## src/hdl/tts_pkg.sv

```systemverilog
// ----------------------------------------------------------------------------
// tts_pkg
// Types, codes and sizes shared by the tick task scheduler modules.
// ----------------------------------------------------------------------------
package tts_pkg;

    localparam int TASK_SLOTS_DEF = 8;
    localparam int MAX_RESULTS    = 8;
    localparam int CNT_W          = 4;
    localparam int CD_W           = 16;
    localparam int SLOT_W         = 3;

    localparam logic ACT_ADD  = 1'b0;
    localparam logic ACT_TICK = 1'b1;

    typedef enum logic [1:0] {
        KIND_ADDED    = 2'd0,
        KIND_FULL     = 2'd1,
        KIND_RELEASED = 2'd2
    } kind_t;

    typedef struct packed {
        logic load;
        logic idx_inc;
        logic add_take;
        logic add_full;
        logic tick_apply;
        logic flush;
    } tts_cmd_t;

    typedef struct packed {
        logic is_tick;
        logic at_end;
        logic slot_free;
        logic rel_hit;
        logic pend_valid;
        logic push_ok;
    } tts_stat_t;

endpackage

```

## src/hdl/tts_ram.sv

```systemverilog
// ----------------------------------------------------------------------------
// tts_ram
// Generic single-port RAM, one access per cycle (write and read share the address), registered read data.
// ----------------------------------------------------------------------------
module tts_ram #(
    parameter int WIDTH = 16,
    parameter int DEPTH = 8,
    localparam int AW   = (DEPTH > 1) ? $clog2(DEPTH) : 1
) (
    input  logic             clk,
    input  logic             we,
    input  logic [AW-1:0]    addr,
    input  logic [WIDTH-1:0] wdata,
    output logic [WIDTH-1:0] rdata
);

    logic [WIDTH-1:0] mem [DEPTH];
    logic [WIDTH-1:0] rdata_reg;

    always_ff @(posedge clk)
    begin
        if (we)
        begin
            mem[addr] <= wdata;
        end
        rdata_reg <= mem[addr];
    end

    assign rdata = rdata_reg;

endmodule

```

## src/hdl/tts_ctrl.sv

```systemverilog
// ----------------------------------------------------------------------------
// tts_ctrl
// Sequencer: slot scan for add, read/execute per slot for tick, final flush.
// ----------------------------------------------------------------------------
module tts_ctrl import tts_pkg::*; (
    input  logic      clk,
    input  logic      rst_n,
    input  logic      task_valid,
    output logic      task_stall,
    input  tts_stat_t stat,
    output tts_cmd_t  cmd
);

    typedef enum logic [4:0] {
        ST_IDLE  = 5'b00001,
        ST_ADD   = 5'b00010,
        ST_RD    = 5'b00100,
        ST_EX    = 5'b01000,
        ST_FLUSH = 5'b10000
    } state_t;

    state_t state_reg;
    state_t state_next;

    always_ff @(posedge clk or negedge rst_n)
    begin
        if (!rst_n)
        begin
            state_reg <= ST_IDLE;
        end
        else
        begin
            state_reg <= state_next;
        end
    end

    always_comb
    begin
        state_next = state_reg;
        cmd        = '0;
        task_stall = (state_reg != ST_IDLE);
        case (state_reg)
            ST_IDLE:
            begin
                if (task_valid)
                begin
                    cmd.load   = 1'b1;
                    state_next = stat.is_tick ? ST_RD : ST_ADD;
                end
            end
            ST_ADD:
            begin
                if (stat.slot_free)
                begin
                    if (stat.push_ok)
                    begin
                        cmd.add_take = 1'b1;
                        state_next   = ST_IDLE;
                    end
                end
                else if (stat.at_end)
                begin
                    if (stat.push_ok)
                    begin
                        cmd.add_full = 1'b1;
                        state_next   = ST_IDLE;
                    end
                end
                else
                begin
                    cmd.idx_inc = 1'b1;
                end
            end
            ST_RD:
            begin
                state_next = ST_EX;
            end
            ST_EX:
            begin
                // a second release needs the output register for the held one
                if (!(stat.rel_hit && stat.pend_valid && !stat.push_ok))
                begin
                    cmd.tick_apply = 1'b1;
                    if (stat.at_end)
                    begin
                        state_next = ST_FLUSH;
                    end
                    else
                    begin
                        cmd.idx_inc = 1'b1;
                        state_next  = ST_RD;
                    end
                end
            end
            ST_FLUSH:
            begin
                if (!stat.pend_valid)
                begin
                    state_next = ST_IDLE;
                end
                else if (stat.push_ok)
                begin
                    cmd.flush  = 1'b1;
                    state_next = ST_IDLE;
                end
            end
            default:
            begin
                state_next = ST_IDLE;
            end
        endcase
    end

endmodule

```

## src/hdl/tts_datapath.sv

```systemverilog
// ----------------------------------------------------------------------------
// tts_datapath
// Slot table (flag flops, countdown and period RAMs), held release, output reg.
// ----------------------------------------------------------------------------
module tts_datapath import tts_pkg::*; #(
    parameter int TASK_SLOTS = TASK_SLOTS_DEF,
    localparam int IDX_W     = (TASK_SLOTS > 1) ? $clog2(TASK_SLOTS) : 1
) (
    input  logic              clk,
    input  logic              rst_n,
    input  logic              action,
    input  logic [CD_W-1:0]   start_delay,
    input  logic [CD_W-1:0]   period,
    output logic              evt_valid,
    input  logic              evt_stall,
    output logic [1:0]        kind,
    output logic [SLOT_W-1:0] slot,
    output logic              last,
    input  tts_cmd_t          cmd,
    output tts_stat_t         stat
);

    logic [CD_W-1:0]       delay_reg;
    logic [CD_W-1:0]       period_reg;
    logic [IDX_W-1:0]      idx_reg;
    logic [TASK_SLOTS-1:0] used_reg;
    logic [TASK_SLOTS-1:0] due_reg;
    logic [CNT_W-1:0]      n_reg;
    logic                  pend_valid_reg;
    logic [SLOT_W-1:0]     pend_slot_reg;
    logic                  evt_valid_reg;
    kind_t                 kind_reg;
    logic [SLOT_W-1:0]     slot_reg;
    logic                  last_reg;

    logic [CD_W-1:0]         cd_q;
    logic [CD_W-1:0]         per_q;
    logic [CD_W-1:0]         cd_new;
    logic                    cd_zero;
    logic                    cur_used;
    logic                    due_new;
    logic                    rel_hit;
    logic                    cd_we;
    logic [IDX_W+SLOT_W-1:0] idx_ext;
    logic [SLOT_W-1:0]       idx_slot;
    logic                    push_ok;
    logic                    push_en;
    kind_t                   push_kind;
    logic [SLOT_W-1:0]       push_slot;
    logic                    push_last;

    tts_ram #(.WIDTH(CD_W), .DEPTH(TASK_SLOTS)) u_cd_ram (
        .clk   (clk),
        .we    (cd_we),
        .addr  (idx_reg),
        .wdata (cmd.add_take ? delay_reg : cd_new),
        .rdata (cd_q)
    );

    tts_ram #(.WIDTH(CD_W), .DEPTH(TASK_SLOTS)) u_per_ram (
        .clk   (clk),
        .we    (cmd.add_take),
        .addr  (idx_reg),
        .wdata (period_reg),
        .rdata (per_q)
    );

    assign idx_ext  = {{SLOT_W{1'b0}}, idx_reg};
    assign idx_slot = idx_ext[SLOT_W-1:0];
    assign cur_used = used_reg[idx_reg];
    assign cd_zero  = (cd_q == '0);
    assign cd_new   = cd_zero ? (per_q - CD_W'(1)) : (cd_q - CD_W'(1));
    assign due_new  = cd_zero | due_reg[idx_reg];
    assign rel_hit  = cur_used & due_new & (n_reg < CNT_W'(MAX_RESULTS));
    assign cd_we    = cmd.add_take | (cmd.tick_apply & cur_used);
    assign push_ok  = !evt_valid_reg || !evt_stall;

    always_comb
    begin
        push_en   = 1'b0;
        push_kind = KIND_RELEASED;
        push_slot = pend_slot_reg;
        push_last = 1'b0;
        if (cmd.add_take)
        begin
            push_en   = 1'b1;
            push_kind = KIND_ADDED;
            push_slot = idx_slot;
            push_last = 1'b1;
        end
        else if (cmd.add_full)
        begin
            push_en   = 1'b1;
            push_kind = KIND_FULL;
            push_slot = '0;
            push_last = 1'b1;
        end
        else if (cmd.tick_apply && rel_hit && pend_valid_reg)
        begin
            push_en = 1'b1;
        end
        else if (cmd.flush)
        begin
            push_en   = 1'b1;
            push_last = 1'b1;
        end
    end

    always_ff @(posedge clk)
    begin
        if (cmd.load)
        begin
            delay_reg  <= start_delay;
            period_reg <= period;
        end
        if (cmd.tick_apply && rel_hit)
        begin
            pend_slot_reg <= idx_slot;
        end
        if (push_en)
        begin
            kind_reg <= push_kind;
            slot_reg <= push_slot;
            last_reg <= push_last;
        end
    end

    always_ff @(posedge clk or negedge rst_n)
    begin
        if (!rst_n)
        begin
            idx_reg        <= '0;
            used_reg       <= '0;
            due_reg        <= '0;
            n_reg          <= '0;
            pend_valid_reg <= 1'b0;
            evt_valid_reg  <= 1'b0;
        end
        else
        begin
            if (cmd.load)
            begin
                idx_reg <= '0;
                n_reg   <= '0;
            end
            else if (cmd.idx_inc)
            begin
                idx_reg <= idx_reg + IDX_W'(1);
            end
            if (cmd.add_take)
            begin
                used_reg[idx_reg] <= 1'b1;
                due_reg[idx_reg]  <= 1'b0;
            end
            if (cmd.tick_apply && cur_used)
            begin
                if (rel_hit)
                begin
                    due_reg[idx_reg] <= 1'b0;
                    if (per_q == '0)
                    begin
                        used_reg[idx_reg] <= 1'b0;
                    end
                    n_reg          <= n_reg + CNT_W'(1);
                    pend_valid_reg <= 1'b1;
                end
                else
                begin
                    due_reg[idx_reg] <= due_new;
                end
            end
            if (cmd.flush)
            begin
                pend_valid_reg <= 1'b0;
            end
            if (push_en)
            begin
                evt_valid_reg <= 1'b1;
            end
            else if (!evt_stall)
            begin
                evt_valid_reg <= 1'b0;
            end
        end
    end

    assign evt_valid = evt_valid_reg;
    assign kind      = kind_reg;
    assign slot      = slot_reg;
    assign last      = last_reg;

    assign stat.is_tick    = (action == ACT_TICK);
    assign stat.at_end     = (idx_reg == IDX_W'(TASK_SLOTS - 1));
    assign stat.slot_free  = !cur_used;
    assign stat.rel_hit    = rel_hit;
    assign stat.pend_valid = pend_valid_reg;
    assign stat.push_ok    = push_ok;

endmodule

```

## src/hdl/tick_task_scheduler_core.sv

```systemverilog
// ----------------------------------------------------------------------------
// tick_task_scheduler_core
// Time-triggered task table: add claims the first free slot, tick counts
// down every used slot and releases due tasks in slot order, up to MAX_RESULTS.
//
//   channel | signals                                   | role
//   task    | task_valid, task_stall, action,           | add / tick in
//           | start_delay, period                       |
//   evt     | evt_valid, evt_stall, kind, slot, last    | results out
//
// Add: one slot flag checked per cycle; the result waits while evt is stalled.
// Tick: after the accept, each slot needs a RAM read then an update, and a
// final flush state pushes the held release.
// One item at a time; a stalled evt channel can hold the scan in place.
// Reset clears slot and due flags and control state; countdown and period RAMs are not cleared.
// ----------------------------------------------------------------------------
module tick_task_scheduler_core import tts_pkg::*; #(
    parameter int TASK_SLOTS = TASK_SLOTS_DEF
) (
    input  logic              clk,
    input  logic              rst_n,
    input  logic              task_valid,
    output logic              task_stall,
    input  logic              action,
    input  logic [CD_W-1:0]   start_delay,
    input  logic [CD_W-1:0]   period,
    output logic              evt_valid,
    input  logic              evt_stall,
    output logic [1:0]        kind,
    output logic [SLOT_W-1:0] slot,
    output logic              last
);

    tts_cmd_t  cmd;
    tts_stat_t stat;

    tts_ctrl u_ctrl (
        .clk        (clk),
        .rst_n      (rst_n),
        .task_valid (task_valid),
        .task_stall (task_stall),
        .stat       (stat),
        .cmd        (cmd)
    );

    tts_datapath #(.TASK_SLOTS(TASK_SLOTS)) u_dp (
        .clk         (clk),
        .rst_n       (rst_n),
        .action      (action),
        .start_delay (start_delay),
        .period      (period),
        .evt_valid   (evt_valid),
        .evt_stall   (evt_stall),
        .kind        (kind),
        .slot        (slot),
        .last        (last),
        .cmd         (cmd),
        .stat        (stat)
    );

endmodule

```

## config.mk

```make
export PLATFORM = sky130hd
export DESIGN_NAME = tick_task_scheduler_core
export DESIGN_NICKNAME = d
export VERILOG_FILES = /design/src/hdl/tts_pkg.sv /design/src/hdl/tts_ram.sv /design/src/hdl/tts_ctrl.sv /design/src/hdl/tts_datapath.sv /design/src/hdl/tick_task_scheduler_core.sv
export SDC_FILE = /design/constraint.sdc
export NUM_CORES = 1
export LEC_CHECK = 0
export ABC_AREA = 1
export BUFFER_PORTS_ARGS = -buffer_cell sky130_fd_sc_hd__buf_4
export CORE_AREA = 2 2 181 201
export CTS_BUF_LIST = sky130_fd_sc_hd__clkbuf_8
export CTS_CLUSTER_DIAMETER = 40
export DETAILED_ROUTE_END_ITERATION = 7
export DIE_AREA = 0 0 183 203
export PLACE_DENSITY = 0.53
export SETUP_SLACK_MARGIN = 0.5
export SYNTH_ARGS = -nofsm -noshare
export SYNTH_HDL_FRONTEND = slang
export SYNTH_SLANG_ARGS = --single-unit
```

## constraint.sdc

```tcl
create_clock -name clk -period 7.9 [get_ports clk]
set_input_delay 1.58 -clock clk [delete_from_list [all_inputs] [get_ports clk]]
set_output_delay 1.58 -clock clk [all_outputs]
set_load 0.03 [all_outputs]
```

Word level (Yosys, flattened, before mapping)
Memory sizes are Yosys's and may differ from the RTL's. A register that Yosys moved wholly into a read port is not among the register bits.
Index checks and enable logic that the tools add are counted.
{"block": "op_classes", "magnitude_cmp": 3, "reduce_logical": 18, "n_mux": 62, "bitwise": 10, "add_sub_neg": 4, "eq_ne": 11}
{"cell": "8-bit 2-to-1 mux", "count": 7}
{"cell": "5-bit 2-to-1 mux", "count": 7}
{"cell": "16-bit logical NOT", "count": 2}
{"cell": "16-bit 2-to-1 mux", "count": 2}
{"cell": "16-bit by 1-bit subtractor with 16-bit output (second input constant)", "count": 2}
{"cell": "1-bit 2-to-1 mux", "count": 30}
{"cell": "5-bit case mux with 5 select lines", "count": 1}
{"cell": "8-bit bitwise AND", "count": 3}
{"cell": "3-bit 2-to-1 mux", "count": 5}
{"cell": "4-bit 2-to-1 mux", "count": 3}
{"cell": "8-bit bitwise mux", "count": 1}
{"cell": "8-bit inverter", "count": 1}
{"cell": "8-bit bitwise OR", "count": 1}
{"cell": "1-bit binary-select mux with 3-bit select", "count": 2}
{"cell": "1-bit logical AND", "count": 6}
{"cell": "2-bit nonzero test", "count": 3}
{"cell": "5-bit by 1-bit == test with 1-bit output (second input constant)", "count": 1}
{"cell": "5-bit by 2-bit == test with 1-bit output (second input constant)", "count": 1}
{"cell": "5-bit by 3-bit == test with 1-bit output (second input constant)", "count": 1}
{"cell": "5-bit by 4-bit == test with 1-bit output (second input constant)", "count": 1}
{"cell": "5-bit == test (second input constant)", "count": 1}
{"cell": "5-bit by 1-bit != test with 1-bit output (second input constant)", "count": 1}
{"cell": "4-bit by 1-bit adder with 4-bit output (second input constant)", "count": 1}
{"cell": "3-bit by 4-bit < comparator with 1-bit output (second input constant)", "count": 1}
{"cell": "17 further kinds", "count": 24}
{"block": "totals", "n_memories": 2, "ff_bits": 71, "ram_bits": 256}
{"name": "u_dp.u_cd_ram.mem", "depth": 8, "width": 16, "read_ports": 1, "rd_clocked_by_memory_dff": 1, "wr": 1, "line_no": "tts_ram.sv:17", "source": "logic [WIDTH-1:0] mem [DEPTH];"}
{"name": "u_dp.u_per_ram.mem", "depth": 8, "width": 16, "read_ports": 1, "rd_clocked_by_memory_dff": 1, "wr": 1, "line_no": "tts_ram.sv:17"}

Longest topological paths before layout
{"block": "depth", "ltp_word": 15, "ltp_mapped": 15, "depth_no_buf": 14}

Cells and area by module
From an unflattened synthesis, not the netlist that was laid out.
{"block": "hier_totals", "hier_cells": 1579, "hier_area_um2": 15516.1}
{"module": "tts_ram", "seq_area_each_um2": 4164.0, "cells_per_inst": 548, "instances": 2, "area_per_inst_um2": 5761.8}
{"module": "tts_datapath", "seq_area_each_um2": 1856.8, "cells_per_inst": 421, "instances": 1, "area_per_inst_um2": 3569.7}
{"module": "tts_ctrl", "seq_area_each_um2": 126.4, "cells_per_inst": 62, "instances": 1, "area_per_inst_um2": 422.9}

Worst setup path after synthesis
OpenSTA, ideal clock, no wires.
{"block": "synth_path", "kind": "input to register", "from": "input evt_stall", "to": "memory u_dp.u_per_ram.mem[1][0] (enable)", "setup_slack_ns": 4.197, "stages": 6, "setup_ns": 0.409, "t_required_ns": 7.491, "arrival_ns": 3.294, "path_buffers": 1, "cell_sequence": "nand2_1 > nand2_1 > nor2_4 > buf_6 > nand2_4 > nor3_1"}
{"block": "synth_via", "elab_chain_cells": 7}
{"element": "start, declared", "line_no": "tick_task_scheduler_core.sv:28", "source": "input logic evt_stall,"}
{"element": "1-bit logical NOT", "line_no": "tts_datapath.sv:76", "source": "assign push_ok = !evt_valid_reg || !evt_stall;"}
{"element": "1-bit logical OR", "line_no": "tts_datapath.sv:76"}
{"element": "1-bit 2-to-1 mux", "line_no": "tts_ctrl.sv:55", "source": "if (stat.push_ok)"}
{"element": "1-bit 2-to-1 mux", "line_no": "tts_ctrl.sv:53", "source": "if (stat.slot_free)"}
{"element": "2-bit 2-to-1 mux", "line_no": "tts_ctrl.sv:42", "source": "case (state_reg)"}
{"element": "1-bit 2-to-1 mux", "line_no": "tts_ram.sv:22", "source": "if (we)"}
{"element": "1-bit 2-to-1 mux (not written as such)", "line_no": "tts_ram.sv:24", "source": "mem[addr] <= wdata;"}
{"element": "end, declared", "line_no": "tts_ram.sv:17"}
Every way passes these cells.

Final worst setup path
{"block": "layout_path", "from": "register u_dp.idx_reg[0]", "to": "memory u_dp.u_cd_ram.mem[2][2] (enable)"}
{"block": "layout_via", "elab_chain_cells": 13, "word_cells_on_any_way": 17, "classes_between": "mux (10); bitwise (5); reduce/logical (2)"}
{"element": "start, declared", "line_no": "tts_datapath.sv:25", "source": "logic [IDX_W-1:0] idx_reg;"}
{"element": "start signal, assigned", "line_no": "tts_datapath.sv:148", "source": "idx_reg <= idx_reg + IDX_W'(1);"}
{"element": "1-bit binary-select mux with 3-bit select", "line_no": "tts_datapath.sv:73", "source": "assign due_new = cd_zero | due_reg[idx_reg];"}
{"element": "1-bit 2-to-1 mux (not written as such)", "line_no": "tts_datapath.sv:73"}
{"element": "1-bit bitwise OR", "line_no": "tts_datapath.sv:73"}
{"element": "1-bit bitwise AND (2 in series)", "line_no": "tts_datapath.sv:74", "source": "assign rel_hit = cur_used & due_new & (n_reg < CNT_W'(MAX_RESULTS));"}
{"element": "1-bit logical AND (2 in series)", "line_no": "tts_ctrl.sv:81", "source": "if (!(stat.rel_hit && stat.pend_valid && !stat.push_ok))"}
{"element": "1-bit 2-to-1 mux", "line_no": "tts_ctrl.sv:81"}
{"element": "1-bit 2-to-1 mux", "line_no": "tts_ctrl.sv:42"}
{"element": "1-bit bitwise AND", "line_no": "tts_datapath.sv:75", "source": "assign cd_we = cmd.add_take | (cmd.tick_apply & cur_used);"}
{"element": "1-bit bitwise OR", "line_no": "tts_datapath.sv:75"}
{"element": "1-bit 2-to-1 mux", "line_no": "tts_ram.sv:22"}
{"element": "1-bit 2-to-1 mux (not written as such)", "line_no": "tts_ram.sv:24"}
{"element": "end, declared", "line_no": "tts_ram.sv:17"}
Parallel ways exist; a longest one is shown, timed or not. The select of a mux whose other input is x is not followed.

==> impl_metrics.json <==
{
  "required_ns": 8.09,
  "clockBufferDepth": 3,
  "sequentialPowerShare": 0.482,
  "status": "finished clean",
  "holdPathEnd": "u_dp.u_per_ram.rdata[1]$_DFF_P_",
  "avgSynthCellArea_sq_um": 13.20,
  "postCtsSetupRepairBufs": 0,
  "rsz0062_at_grt": "no",
  "synth_compound_area_frac": 0.08187,
  "die_w_um": 183,
  "cts_tree": "yes",
  "hold_path_class": "reg2reg",
  "crit_chain": "inv_2 -> nand3_2 -> inv_2 -> nand2_1 -> nand2_1 -> nor2_2 -> nand2_4 -> nor2_4 -> inv_2 -> nand2_1 -> inv_2 -> nor2_2",
  "min_period_over_period": 0.5434,
  "io_buffers": 44,
  "setup_tns_ns": 0,
  "drt-pass1-iter-count": 5,
  "num_rows": 72,
  "startpoint_type": "register",
  "synth-simple-area-share": 0.1373,
  "grt-ovfl-total": 0,
  "gp_congestion": 0.8261,
  "worstMarginPinSlew_ns": 1.077,
  "synth_edf_count": 297,
  "fmax_ghz": 0.2330,
  "ctsHoldBuffers": 0,
  "synth.top_cells.by_area": "edfxtp_1 (64%), nand2_1 (6.1%), dfrtp_1 (5.2%), dfxtp_1 (4.6%), a22oi_1 (2.3%)",
  "final_layout_size_suffix_gt1_frac": 0.1756,
  "arrival_ns": 4.48,
  "final-setup-viol-count": 0,
  "dieArea_sq_um": 37150,
  "crit_fanout": 35,
  "ff2ff_setup_slack_ns": 3.61,
  "wirelength_um": 34850,
  "ys.flop_type": "edfxtp_1",
  "worstSkewPairLatency_ns": 0.58,
  "path_class": "reg2reg",
  "synth_nets": 1096,
  "cts.repair.resized": 0,
  "powerDensity_nw_per_um2": 337.8,
  "synth-xor-area-share": 0.0006290,
  "synth.mux.area_fraction": 0,
  "h-tree-depth": 3,
  "power_frac_comb": 0.189,
  "cpMaxStageDelayCell": "nor2_2",
  "yosysWarnings": 0,
  "grt_usage": 0.1909,
  "numCtsBuffers": 68,
  "power_switching_w": 0.001699,
  "p_sw_frac": 0.3121,
  "syn_area_sq_um": 13920,
  "synth_seq_area_share": 0.7406,
  "cp_slowest_stage_delay_ns": 0.81,
  "cts.clk_slew.worst_paths_ns": 0.06,
  "fin_hold_ws_ns": 0.4616,
  "grt_max_degree": 37,
  "clockPowerShare": 0.329,
  "clock-sinks": 359,
  "drt_iter0_drc": 675,
  "nNetsFinal": 1186,
  "dr_total_vias": 8606,
  "diodes": 0,
  "fin_crit_ns": 4.292,
  "leakagePower_nw": 5.983,
  "die_y_um": 203,
  "relSlewSlack": 0.2811,
  "vias_per_cell": 5.248,
  "skew_ns": 0.02733,
  "synth_cell_type_count": 44,
  "r2r_end": "u_dp.u_cd_ram.mem[2][2]$_DFFE_PP_",
  "ys_ff_latch": 359,
  "rr_startpoint": "u_dp.idx_reg[0]$_DFFE_PN0P_",
  "hold_violations": 0,
  "largestRegisters": "u_dp.u_cd_ram.mem (128), u_dp.u_per_ram.mem (128)",
  "endpoint_kind": "register",
  "slew_violations": 0,
  "ant_nets": 0,
  "synthCells": 1055,
  "coreArea_sq_um": 34950,
  "reg2regPathDepth": 12,
  "hp-start": "u_dp.u_per_ram.mem[6][1]$_DFFE_PP_",
  "whs_path_depth": 2,
  "drv_cap": 0,
  "async_reset_ff_frac": 0.08357,
  "grt_pass1_vias": 8666,
  "critPathMostFrequentCell": "inv_2",
  "synth_top_area_frac": 0.6405,
  "post_drt_wl_per_cell_um": 21.25,
  "hpwlAfterDp_um": 21680,
  "drc": 0,
  "pin_count": 45,
  "grt_pass1_wl_um": 52720,
  "antenna_found_initial": 0,
  "final_common_cell": "edfxtp_1",
  "synth_adder_area_share": 0.003595,
  "synth_area_leader_cell": "edfxtp_1",
  "start_util": 0.3983,
  "synthToLayoutAreaGrowth_pct": 15.71,
  "cp_num_buf_inv": 4,
  "mostFrequentLayoutCells": "edfxtp_1 (297), nand2_1 (225), inv_1 (95)",
  "power.internal_w": 0.003743,
  "synth_top_family_by_area": "simple AND/OR/NAND/NOR gates",
  "path_delay_family": "simple AND/OR/NAND/NOR gates",
  "clockRootBuffer": "clkbuf_8",
  "vdd_drop_max_v": 0.0001766
}
-- worst max-delay path by stage --
| stage | start | end | slack [ns] | depth (start not counted) |
|---|---|---|---|---|
| floorplan | evt_stall | u_dp.u_per_ram.mem[1][0]$_DFFE_PP_ | 4.20 | 6 |
| global placement | evt_stall | u_dp.u_cd_ram.mem[2][13]$_DFFE_PP_ | 3.50 | 8 |
| detailed placement | evt_stall | u_dp.u_cd_ram.mem[2][3]$_DFFE_PP_ | 3.44 | 8 |
| CTS | u_dp.idx_reg[0]$_DFFE_PN0P_ | u_dp.u_cd_ram.mem[2][2]$_DFFE_PP_ | 3.59 | 12 |
| global route | u_dp.idx_reg[0]$_DFFE_PN0P_ | u_dp.u_cd_ram.mem[2][9]$_DFFE_PP_ | 3.28 | 12 |
| finish | u_dp.idx_reg[0]$_DFFE_PN0P_ | u_dp.u_cd_ram.mem[2][2]$_DFFE_PP_ | 3.61 | 12 |
-- routing by layer --
layer | global-route usage | part of all wire | vias up
met5 | 0 | 0 | -
met4 | 0.06457 | 0.019 | 0
met3 | 0.03462 | 0.054 | 54
met2 | 0.3029 | 0.47 | 280
met1 | 0.2657 | 0.46 | 4226
li1 | - | - | 4046
-- synth_stat cells (3+ instances only) --
cell and n:
ha_1 4, nand2_2 3, a22o_1 25, o21ai_1 9
nand3_4 4, inv_2 14, a221oi_1 26, dfrtp_1 29
o22ai_2 4, a31oi_1 4, o21ai_0 19, o22ai_1 10
clkbuf_1 17, nor4_1 5, buf_2 7, nor3_1 5
inv_1 69, dfxtp_1 32, nand2_1 225, nand3_2 4
nand3_1 47, nor2_1 62, or2_2 6, edfxtp_1 297
a21oi_1 15, nand3b_1 3, nand4_1 34, buf_6 4
nor2_2 9, a22oi_1 42, buf_1 4
-- worst reg2reg max path, cell delays in order (launching register included) --
cell	delay, ns
dfrtp_1	0.70
inv_2	0.19
nand3_2	0.16
inv_2	0.31
nand2_1	0.15
nand2_1	0.08
nor2_2	0.15
nand2_4	0.12
nor2_4	0.50
inv_2	0.43
nand2_1	0.18
inv_2	0.12
nor2_2	0.81
-- cell families after synthesis --
logic type / Yosys count
adders and majority gates: 4
and+or+nand+nor: 414
buffers and inverters: 120
xor gates and xnor gates: 1
AOI/OAI and AO/OA: 157
DFF: 359
-- metrics by stage --
stage,worst slack (ns),util,power (W),cell area [sq um],instances
floorplan,4.197,-,0.003220,13920,1055
global placement,3.499,0.4220,0.003679,14750,1519
detailed placement,3.442,0.4220,0.003686,14750,1519
CTS,3.585,0.4609,0.005490,16110,1640
global route,3.275,0.4609,0.005698,16110,1640
finish,3.608,0.4609,0.005442,16110,1640
-- cell type report --
cell class,count,area [sq um]
tap,444,555.5
inverter,86,327.8
sequential,359,10310
timing repair buffer,54,405.4
clock inverter,47,341.6
fill,3193,18840
multi-input combinational,576,3151
clock buffer,74,1018
-- power groups by stage --
stage | logic (W) | registers (W) | clock network (W)
after floorplan | 0.000661 | 0.00256 | 0
after global placement | 0.00102 | 0.00265 | 0
after detailed placement | 0.00103 | 0.00265 | 0
after CTS | 0.00103 | 0.00262 | 0.00184
after global routing | 0.00114 | 0.00264 | 0.00192
final | 0.00103 | 0.00262 | 0.00179
Power figures use the tool's default switching activity.
